### config.mk
export PLATFORM = sky130hd
export DESIGN_NAME = trial_division_factorizer
export DESIGN_NICKNAME = d
export VERILOG_FILES = /design/src/rtl/core/tdf_pkg.sv /design/src/rtl/core/tdf_div.sv /design/src/rtl/core/trial_division_factorizer.sv
export SDC_FILE = /design/constraint.sdc
export NUM_CORES = 1
export LEC_CHECK = 0
export BUFFER_PORTS_ARGS = -buffer_cell sky130_fd_sc_hd__clkbuf_2
export CAP_MARGIN = 0
export CORE_MARGIN = 1
export CORE_UTILIZATION = 65
export CTS_CLUSTER_DIAMETER = 150
export CTS_CLUSTER_SIZE = 14
export DETAILED_ROUTE_END_ITERATION = 6
export GPL_ROUTABILITY_DRIVEN = 0
export GPL_TIMING_DRIVEN = 1
export PLACE_DENSITY = 0.89
export SLEW_MARGIN = 20
export SYNTH_ARGS = -nofsm -noshare
export SYNTH_HDL_FRONTEND = slang
export SYNTH_SLANG_ARGS = --single-unit
### constraint.sdc
create_clock -name clk_i -period 8.28 [get_ports clk_i]
set_input_delay 0 -clock clk_i [delete_from_list [all_inputs] [get_ports clk_i]]
set_output_delay 0 -clock clk_i [all_outputs]
set_load 0.02 [all_outputs]
### src/rtl/core/tdf_pkg.sv
`timescale 1ns / 1ps
`default_nettype none

package tdf_pkg;

  // Width of the number and factor fields on the stream ports.
  localparam int unsigned NUM_W = 31;
  // Stream data width, rounded up to whole bytes.
  localparam int unsigned TDATA_W = 32;
  // Most results one input can produce.
  localparam int unsigned MAX_RESULTS = 31;
  // Width of the per-run factor counter.
  localparam int unsigned CNT_W = $clog2(MAX_RESULTS + 1);

endpackage

`default_nettype wire

### src/rtl/core/tdf_div.sv
`timescale 1ns / 1ps
`default_nettype none

module tdf_div #(
  parameter int unsigned W = 31
) (
  input  wire logic         clk_i,
  input  wire logic         rst_ni,
  input  wire logic         start_i,
  input  wire logic [W-1:0] dividend_i,
  input  wire logic [W-1:0] divisor_i,
  output logic              done_o,
  output logic [W-1:0]      quot_o,
  output logic [W-1:0]      rem_o
);

  localparam int unsigned CW = $clog2(W + 1);

  logic          busy_q;
  logic          done_q;
  logic [CW-1:0] cnt_q;
  logic [W-1:0]  part_q;
  logic [W-1:0]  quot_q;
  logic [W-1:0]  dvsr_q;
  logic [W:0]    diff;
  logic          ge;

  // One quotient bit per cycle: restoring division, dividend bits leave
  // the top of the shift register while quotient bits enter at the bottom.
  assign diff = {part_q, quot_q[W-1]} - {1'b0, dvsr_q};
  assign ge   = ~diff[W];

  always_ff @(posedge clk_i or negedge rst_ni) begin
    if (!rst_ni) begin
      busy_q <= 1'b0;
      done_q <= 1'b0;
      cnt_q  <= '0;
    end else begin
      done_q <= 1'b0;
      if (start_i) begin
        busy_q <= 1'b1;
        cnt_q  <= CW'(W);
      end else if (busy_q) begin
        cnt_q <= cnt_q - CW'(1);
        if (cnt_q == CW'(1)) begin
          busy_q <= 1'b0;
          done_q <= 1'b1;
        end
      end
    end
  end

  always_ff @(posedge clk_i) begin
    if (start_i) begin
      part_q <= '0;
      quot_q <= dividend_i;
      dvsr_q <= divisor_i;
    end else if (busy_q) begin
      part_q <= ge ? diff[W-1:0] : {part_q[W-2:0], quot_q[W-1]};
      quot_q <= {quot_q[W-2:0], ge};
    end
  end

  assign done_o = done_q;
  assign quot_o = quot_q;
  assign rem_o  = part_q;

endmodule

`default_nettype wire

### src/rtl/core/trial_division_factorizer.sv
`timescale 1ns / 1ps
`default_nettype none
// Each trial divisor passes through ST_START, which loads the bit-serial divider, ST_WAIT,
// which waits while it forms VALUE_BITS quotient bits and sees it finish, and ST_EVAL,
// which judges the result. A 31-bit prime needs about 23200 trials.
// One input is worked on at a time. Each result beat leaves through an output register;
// a factor found is held back until the next result shows whether it is the last.
// Reset is asynchronous and active low; it empties the block, which then waits idle.

module trial_division_factorizer #(
  parameter int unsigned VALUE_BITS = 31
) (
  input  wire logic                          clk_i,
  input  wire logic                          rst_ni,
  input  wire logic                          s_axis_tvalid_i,
  output logic                               s_axis_tready_o,
  // Fields from bit 0: number (31 bits), zero fill (1 bit).
  input  wire logic [tdf_pkg::TDATA_W-1:0]   s_axis_tdata_i,
  output logic                               m_axis_tvalid_o,
  input  wire logic                          m_axis_tready_i,
  // Fields from bit 0: factor (31 bits), zero fill (1 bit).
  output logic [tdf_pkg::TDATA_W-1:0]       m_axis_tdata_o,
  // Fields from bit 0: has_factor (1 bit).
  output logic                               m_axis_tuser_o,
  output logic                               m_axis_tlast_o
);

  import tdf_pkg::*;

  localparam int unsigned W = VALUE_BITS;

  typedef enum logic [2:0] {
    ST_IDLE,
    ST_START,
    ST_WAIT,
    ST_EVAL,
    ST_END
  } state_e;

  state_e           state_q, state_d;
  logic [W-1:0]     rem_q, rem_d;
  logic [W-1:0]     trial_q, trial_d;
  logic [W-1:0]     pend_q, pend_d;
  logic             pend_vld_q, pend_vld_d;
  logic [CNT_W-1:0] cnt_q, cnt_d;
  logic             out_vld_q, out_vld_d;
  logic [NUM_W-1:0] out_fac_q, out_fac_d;
  logic             out_has_q, out_has_d;
  logic             out_last_q, out_last_d;

  logic             div_start;
  logic             div_done;
  logic [W-1:0]     div_quot;
  logic [W-1:0]     div_rem;

  logic [W+NUM_W-1:0] num_ext;
  logic [W+NUM_W-1:0] pend_ext;
  logic [W+NUM_W-1:0] rem_ext;
  logic [W-1:0]       num_in;
  logic               slot_free;
  logic               rem_big;
  logic               out_wr;

  assign num_ext  = {{W{1'b0}}, s_axis_tdata_i[NUM_W-1:0]};
  assign num_in   = num_ext[W-1:0];
  assign pend_ext = {{NUM_W{1'b0}}, pend_q};
  assign rem_ext  = {{NUM_W{1'b0}}, rem_q};

  assign slot_free = !out_vld_q || m_axis_tready_i;
  assign rem_big   = (rem_q[W-1:1] != '0);
  assign div_start = (state_q == ST_START);

  tdf_div #(
    .W(W)
  ) u_div (
    .clk_i     (clk_i),
    .rst_ni    (rst_ni),
    .start_i   (div_start),
    .dividend_i(rem_q),
    .divisor_i (trial_q),
    .done_o    (div_done),
    .quot_o    (div_quot),
    .rem_o     (div_rem)
  );

  always_comb begin
    state_d    = state_q;
    rem_d      = rem_q;
    trial_d    = trial_q;
    pend_d     = pend_q;
    pend_vld_d = pend_vld_q;
    cnt_d      = cnt_q;
    out_wr     = 1'b0;
    out_fac_d  = out_fac_q;
    out_has_d  = out_has_q;
    out_last_d = out_last_q;

    unique case (state_q)
      ST_IDLE: begin
        if (s_axis_tvalid_i) begin
          rem_d      = num_in;
          trial_d    = W'(2);
          pend_vld_d = 1'b0;
          cnt_d      = '0;
          state_d    = (num_in[W-1:1] != '0) ? ST_START : ST_END;
        end
      end
      ST_START: begin
        state_d = ST_WAIT;
      end
      ST_WAIT: begin
        if (div_done) begin
          state_d = ST_EVAL;
        end
      end
      ST_EVAL: begin
        if ((cnt_q >= CNT_W'(MAX_RESULTS - 1)) || (trial_q > div_quot)) begin
          state_d = ST_END;
        end else if (div_rem == '0) begin
          // A factor found; the one held before it is now known not to be last.
          if (!pend_vld_q || slot_free) begin
            if (pend_vld_q) begin
              out_wr     = 1'b1;
              out_fac_d  = pend_ext[NUM_W-1:0];
              out_has_d  = 1'b1;
              out_last_d = 1'b0;
            end
            pend_d     = trial_q;
            pend_vld_d = 1'b1;
            cnt_d      = cnt_q + CNT_W'(1);
            rem_d      = div_quot;
            state_d    = ST_START;
          end
        end else begin
          trial_d = (trial_q == W'(2)) ? W'(3) : trial_q + W'(2);
          state_d = ST_START;
        end
      end
      ST_END: begin
        if (slot_free) begin
          out_wr = 1'b1;
          if (pend_vld_q) begin
            out_fac_d  = pend_ext[NUM_W-1:0];
            out_has_d  = 1'b1;
            out_last_d = !rem_big;
            pend_vld_d = 1'b0;
            state_d    = rem_big ? ST_END : ST_IDLE;
          end else begin
            out_fac_d  = rem_big ? rem_ext[NUM_W-1:0] : '0;
            out_has_d  = rem_big;
            out_last_d = 1'b1;
            state_d    = ST_IDLE;
          end
        end
      end
      default: begin
        state_d = ST_IDLE;
      end
    endcase

    out_vld_d = out_wr ? 1'b1 : (m_axis_tready_i ? 1'b0 : out_vld_q);
  end

  always_ff @(posedge clk_i or negedge rst_ni) begin
    if (!rst_ni) begin
      state_q    <= ST_IDLE;
      pend_vld_q <= 1'b0;
      cnt_q      <= '0;
      out_vld_q  <= 1'b0;
    end else begin
      state_q    <= state_d;
      pend_vld_q <= pend_vld_d;
      cnt_q      <= cnt_d;
      out_vld_q  <= out_vld_d;
    end
  end

  always_ff @(posedge clk_i) begin
    rem_q      <= rem_d;
    trial_q    <= trial_d;
    pend_q     <= pend_d;
    out_fac_q  <= out_fac_d;
    out_has_q  <= out_has_d;
    out_last_q <= out_last_d;
  end

  assign s_axis_tready_o = (state_q == ST_IDLE);
  assign m_axis_tvalid_o = out_vld_q;
  assign m_axis_tdata_o  = {{(TDATA_W - NUM_W){1'b0}}, out_fac_q};
  assign m_axis_tuser_o  = out_has_q;
  assign m_axis_tlast_o  = out_last_q;

endmodule

`default_nettype wire

======== Word level (Yosys, flattened, before mapping) ========
Index checks and enable logic that the tools add are counted.
word-level totals
  output and inout bits ................... 36
  bits in registers ....................... 236
operators by class
  reduce and logical (&&, ||, !) cells .... 21
  magnitude comparators ................... 2
  bitwise gates (word level) .............. 2
  equal/unequal tests ..................... 15
  multiplexer cells ....................... 72
  add/subtract/negate cells ............... 4
operators by type and width
  cell                                                  number
  two-way mux 31 bit                                    18
  case mux 31 bit (2 select lines)                      3
  nonzero test 30 bit                                   2
  subtractor 32 x 31 -> 32 bit                          1
  adder 31 x 2 -> 31 bit, second input constant         1
  equality test 31 x 2 -> 1 bit, second input constant  1
  > comparator 31 bit                                   1
  zero test 31 bit                                      1
  two-way mux 1 bit                                     30
  two-way mux 5 bit                                     6
  two-way mux 3 bit                                     9
  case mux 3 bit (5 select lines)                       1
  != test 2 bit, second input constant                  7
  AND reduction 4 bit                                   3
  AND reduction 6 bit                                   2
  case mux 5 bit (2 select lines)                       1
  nonzero test 2 bit                                    4
  equality test 3 x 2 -> 1 bit, second input constant   2
  case mux 1 bit (2 select lines)                       3
  adder 5 x 1 -> 5 bit, second input constant           1
  equality test 5 x 1 -> 1 bit, second input constant   1
  >= comparator 5 bit, second input constant            1
  AND reduction 5 bit                                   1
  subtractor 5 x 1 -> 5 bit, second input constant      1
  10 further kinds                                      15

======== Depth between registers and ports, before layout ========
  depth after elaboration ................. 8
  gate-level depth with buffers ........... 12
  mapped depth without buffers ............ 11

======== Cells and area by module ========
Synthesis repeated with hierarchy kept, for this count alone.
unflattened totals
  cell total of the unflattened synthesis .. 1115
  area total of the unflattened synthesis .. 12575.8 um^2
modules (own cells, without submodules)
  module                     area each (um^2)  seq. area each (um^2)  cells each  instances
  trial_division_factorizer  6912.9            4033.9                 592         1
  tdf_div                    5662.9            2657.5                 523         1

======== Worst setup path after synthesis ========
No wires, ideal clock.
  path type ............................... register to register
  start point ............................. register trial_q[29]
  end point ............................... register out_last_q, in the netlist m_axis_tlast_o (enable)
  data arrival time ....................... 4.336 ns
  stages on the path, launching flop included .. 10
  library setup time ...................... 0.464 ns
  slack ................................... 3.479 ns
  data required time ...................... 7.816 ns
  path through ............................ edfxtp_1 > ha_1 > nand4_1 > nor4_1 > nand3_1 > nor3b_1 > a22oi_1 > and2_1 > a21oi_1 > nor3_1
on the way
  longest elaborated chain between the ends .. 4
RTL lines
  what                           line                              source
  from (decl)                    trial_division_factorizer.sv:42   logic [W-1:0] trial_q, trial_d;
  from (signal assigned)         trial_division_factorizer.sv:180  trial_q <= trial_d;
  > comparator 31 bit            trial_division_factorizer.sv:117  if ((cnt_q >= CNT_W'(MAX_RESULTS - 1)) || (trial_q > div_quot)) begin
  logical OR 1 bit               trial_division_factorizer.sv:117
  != test 2 bit (no line)        -
  AND reduction 6 bit (no line)  -
  to (signal assigned)           trial_division_factorizer.sv:184  out_last_q <= out_last_d;
  to (decl)                      trial_division_factorizer.sv:49   logic out_last_q, out_last_d;
No other way between the ends.
A chain may end at the register's enable or synchronous reset.

======== Final worst setup path ========
  start point ............................. register trial_q[25]
  end point ............................... register pend_q[7] (enable)
on the way
  longest elaborated chain between the ends .. 4
RTL lines
  what                           line                              source
  > comparator 31 bit            trial_division_factorizer.sv:117
  logical OR 1 bit               trial_division_factorizer.sv:117
  NOT 1 bit (no line)            -
  AND reduction 4 bit (no line)  -
  to (signal assigned)           trial_division_factorizer.sv:181  pend_q <= pend_d;
  to (decl)                      trial_division_factorizer.sv:43   logic [W-1:0] pend_q, pend_d;
No other way between the ends.

==> out/summary.txt <==
detailed-route DRC error count - 0
first-pass GRT wire length - 52700 um
Cell variety after synth - 81
Mapped Area - 0.0126 mm^2
Fmax - 253 MHz
post-synth top area share - 44.7%
clock-pin slew on the worst setup and hold paths - 80 ps
VDD IR max - 0.216 mV
#FFs+latches synth - 236
site row count - 50
share of flip-flops with an asynchronous set or reset - 7.20%
critical path endpoint category - flip-flop
Synth area leaders - edfxtp_1, ha_1, dfxtp_1, o21ai_0, nand2_1
Slew Viols, Final - 0
CTS tree - yes
clock tree root driver cell - clkbuf_16
pwr dens - 313 mW/mm^2
Synth Instances - 1181
reg-to-reg slack, setup - 4330 ps
Sink Count - 236
FILL cells - 1125
Worst Tran Pin Value - 994 ps
largest net degree at the start of global routing - 97
vias per inst - 6.68
critical path type - flip-flop to flip-flop
max-cap violations - 0
EDFF count, synth - 188
diode count - 0
HP Class - input pin to flip-flop
# H-tree levels - 1
data arrival time of the critical path - 4150 ps
drt wl/cell - 22.1 um
post-route ant nets - 0
ys flop type - edfxtp_1
Post-Syn Nets - 1285
Final Core Density - 74.9%
most common cell after layout, fill and taps aside - edfxtp_1
I/O Pins - 72
1st-iter DRT viols - 1365
1st-pass router iterations - 6
Die W - 141 um
crit path time final - 3950 ps
Port Buffers - 69
Final #Nets - 1376
grt total ovfl - 0
antenna violations before repair - 0
number of global-route vias before repair - 9928
leakage - 5.78 nW
Crit path required time - 8480 ps
Mean Syn Cell Area - 10.7 um^2
Routed WL - 34100 um
Detailed Place HPWL - 21100 um
Max-Slew Margin vs Limit - 33.8%
fin crit share - 47.7%
CTS max path bufs - 3
Num CTS Buffers - 20
Die Y - 141 um
Worst Setup Start Kind - flip-flop
Synth area leader - edfxtp_1
CP max FO - 23
final hold vios - 0
Overall Global Routing Usage - 34.3%
Synth-to-Final Area Change - 12.0%
layout cells sized above 1 - 12.4%
Final setup viols - 0
vias - 10325
Total Neg Setup Slack - 0 ps
core box area - 0.0189 mm^2
Clock Skews - 14.0 ps
Clk Latency, worst-skew pair - 510 ps
Synth Warn # - 0
Seq/Total Area, Yosys - 52.9%
RSZ-0062 raised after global routing - no
Initial Util - 66.9%
status - finished clean
commonest non-fill, non-tap cells in the layout - edfxtp_1, nand2_1, o21ai_0, inv_1
die area - 0.0200 mm^2
==> Yosys cell counts (all sizes together), types with 3 or more instances <==
master / n
edfxtp: 188
o21ai: 121
nand2: 119
inv: 83
nor2: 72
ha: 67
a21oi: 64
mux2: 32
nand3: 32
clkbuf: 31
dfxtp: 31
nor4: 29
nand4: 27
xor2: 25
mux2i: 23
xnor2: 21
a21o: 20
dfrtp: 17
nor3: 16
a31oi: 15
buf: 15
and3: 12
nand2b: 11
or3: 11
o21a: 10
a211oi: 9
nor2b: 9
o211ai: 7
and2: 6
o31ai: 5
nand3b: 4
or2: 4
a2111oi: 3
a21boi: 3
and4: 3
nor3b: 3
nor4b: 3
o2111ai: 3
o22ai: 3
==> cells by family after synthesis <==
logic type	share of synthesized area [%]
flops	52.9
mux	4.67
buf+inv	4.26
simple gates	14.2
other cells	0.0297
compound gates	13.7
fa+ha+maj	6.79
xor+xnor	3.39
==> layout make-up <==
| type | instances | area, um^2 | share of cell area, % |
|---|---|---|---|
| Clock buffer | 36 | 592 | 4.18 |
| Inverter | 83 | 312 | 2.20 |
| Multi-Input combinational cell | 816 | 5440 | 38.4 |
| Sequential cell | 236 | 6690 | 47.3 |
| Tap cell | 260 | 325 | 2.30 |
| Timing Repair Buffer | 115 | 798 | 5.64 |
==> metrics by stage <==
| step | setup WS [ps] | total power, mW | instance area [um^2] | hold slack, ps | std cells |
|---|---|---|---|---|---|
| 2_1_floorplan | 3480 | 3.10 | 12600 | -296 | 1181 |
| 3_3_place_gp | 4350 | 3.35 | 13200 | -47.9 | 1474 |
| 3_5_place_dp | 4170 | 3.46 | 13200 | -45.0 | 1474 |
| 4_1_cts | 4130 | 4.37 | 14100 | 325 | 1545 |
| 5_1_grt | 4190 | 4.65 | 14200 | 385 | 1546 |
| 6_report | 4330 | 4.43 | 14200 | 381 | 1546 |
==> repair_timing <==
item,4_1_cts,5_1_grt
gates resized for setup,0,0
setup endpoints to repair,0,0
buffers inserted,0,0
hold endpoints to repair,52,0
hold buffers,35,0
==> power breakdown <==
| group | switching [mW] | total (mW) | internal (mW) | leakage, nW |
|---|---|---|---|---|
| sequential | 0.165 | 1.68 | 1.52 | 2.52 |
| combinational | 1.08 | 1.84 | 0.763 | 2.98 |
| clock | 0.425 | 0.908 | 0.483 | 0.283 |
| total | 1.67 | 4.43 | 2.76 | 5.78 |
==> critical path, stage by stage, from the launching register on <==
cell	delay, ps
edfxtp_1	550
ha_1	390
nand4_1	160
nor4_1	550
nand3_1	260
nor3b_1	220
a22oi_1	240
and2_1	280
nand3_1	260
a21oi_4	460
buf_16	240
==> sequential cells by signal, summed over array words and instances (netlist names) <==
register	flops
m_axis_tuser_o	1
pend_q	31
pend_vld_q	1
m_axis_tvalid_o	1
u_div.busy_q	1
u_div.quot_o	31
out_fac_q	31
cnt_q	5
trial_q	31
rem_q	31
u_div.done_o	1
u_div.dvsr_q	31
u_div.rem_o	31
u_div.cnt_q	5
m_axis_tlast_o	1
state_q	3
==> layer usage <==
layer  track usage [%]  wire, um  vias up
li1                  -         -     4520
met1              43.8     12400     4833
met2              57.2     16200      800
met3              6.01      3730      172
met4              16.1      1820        0
met5                 0         0        -
==> path summary, 6_finish.rpt <==
path / start / cells past startpoint / endpoint
worst min-delay path: s_axis_tdata_i[11] / 4 / rem_q[11]
worst max register to register: trial_q[25] / 10 / pend_q[7]
max in group asynchronous: rst_ni / 3 / m_axis_tvalid_o
worst min register to register: u_div.rem_o[25] / 2 / u_div.rem_o[26]
min in group asynchronous: rst_ni / 3 / u_div.cnt_q[0]
worst max-delay path: trial_q[25] / 10 / pend_q[7]
No activity file was read; power rests on OpenSTA's default activity.
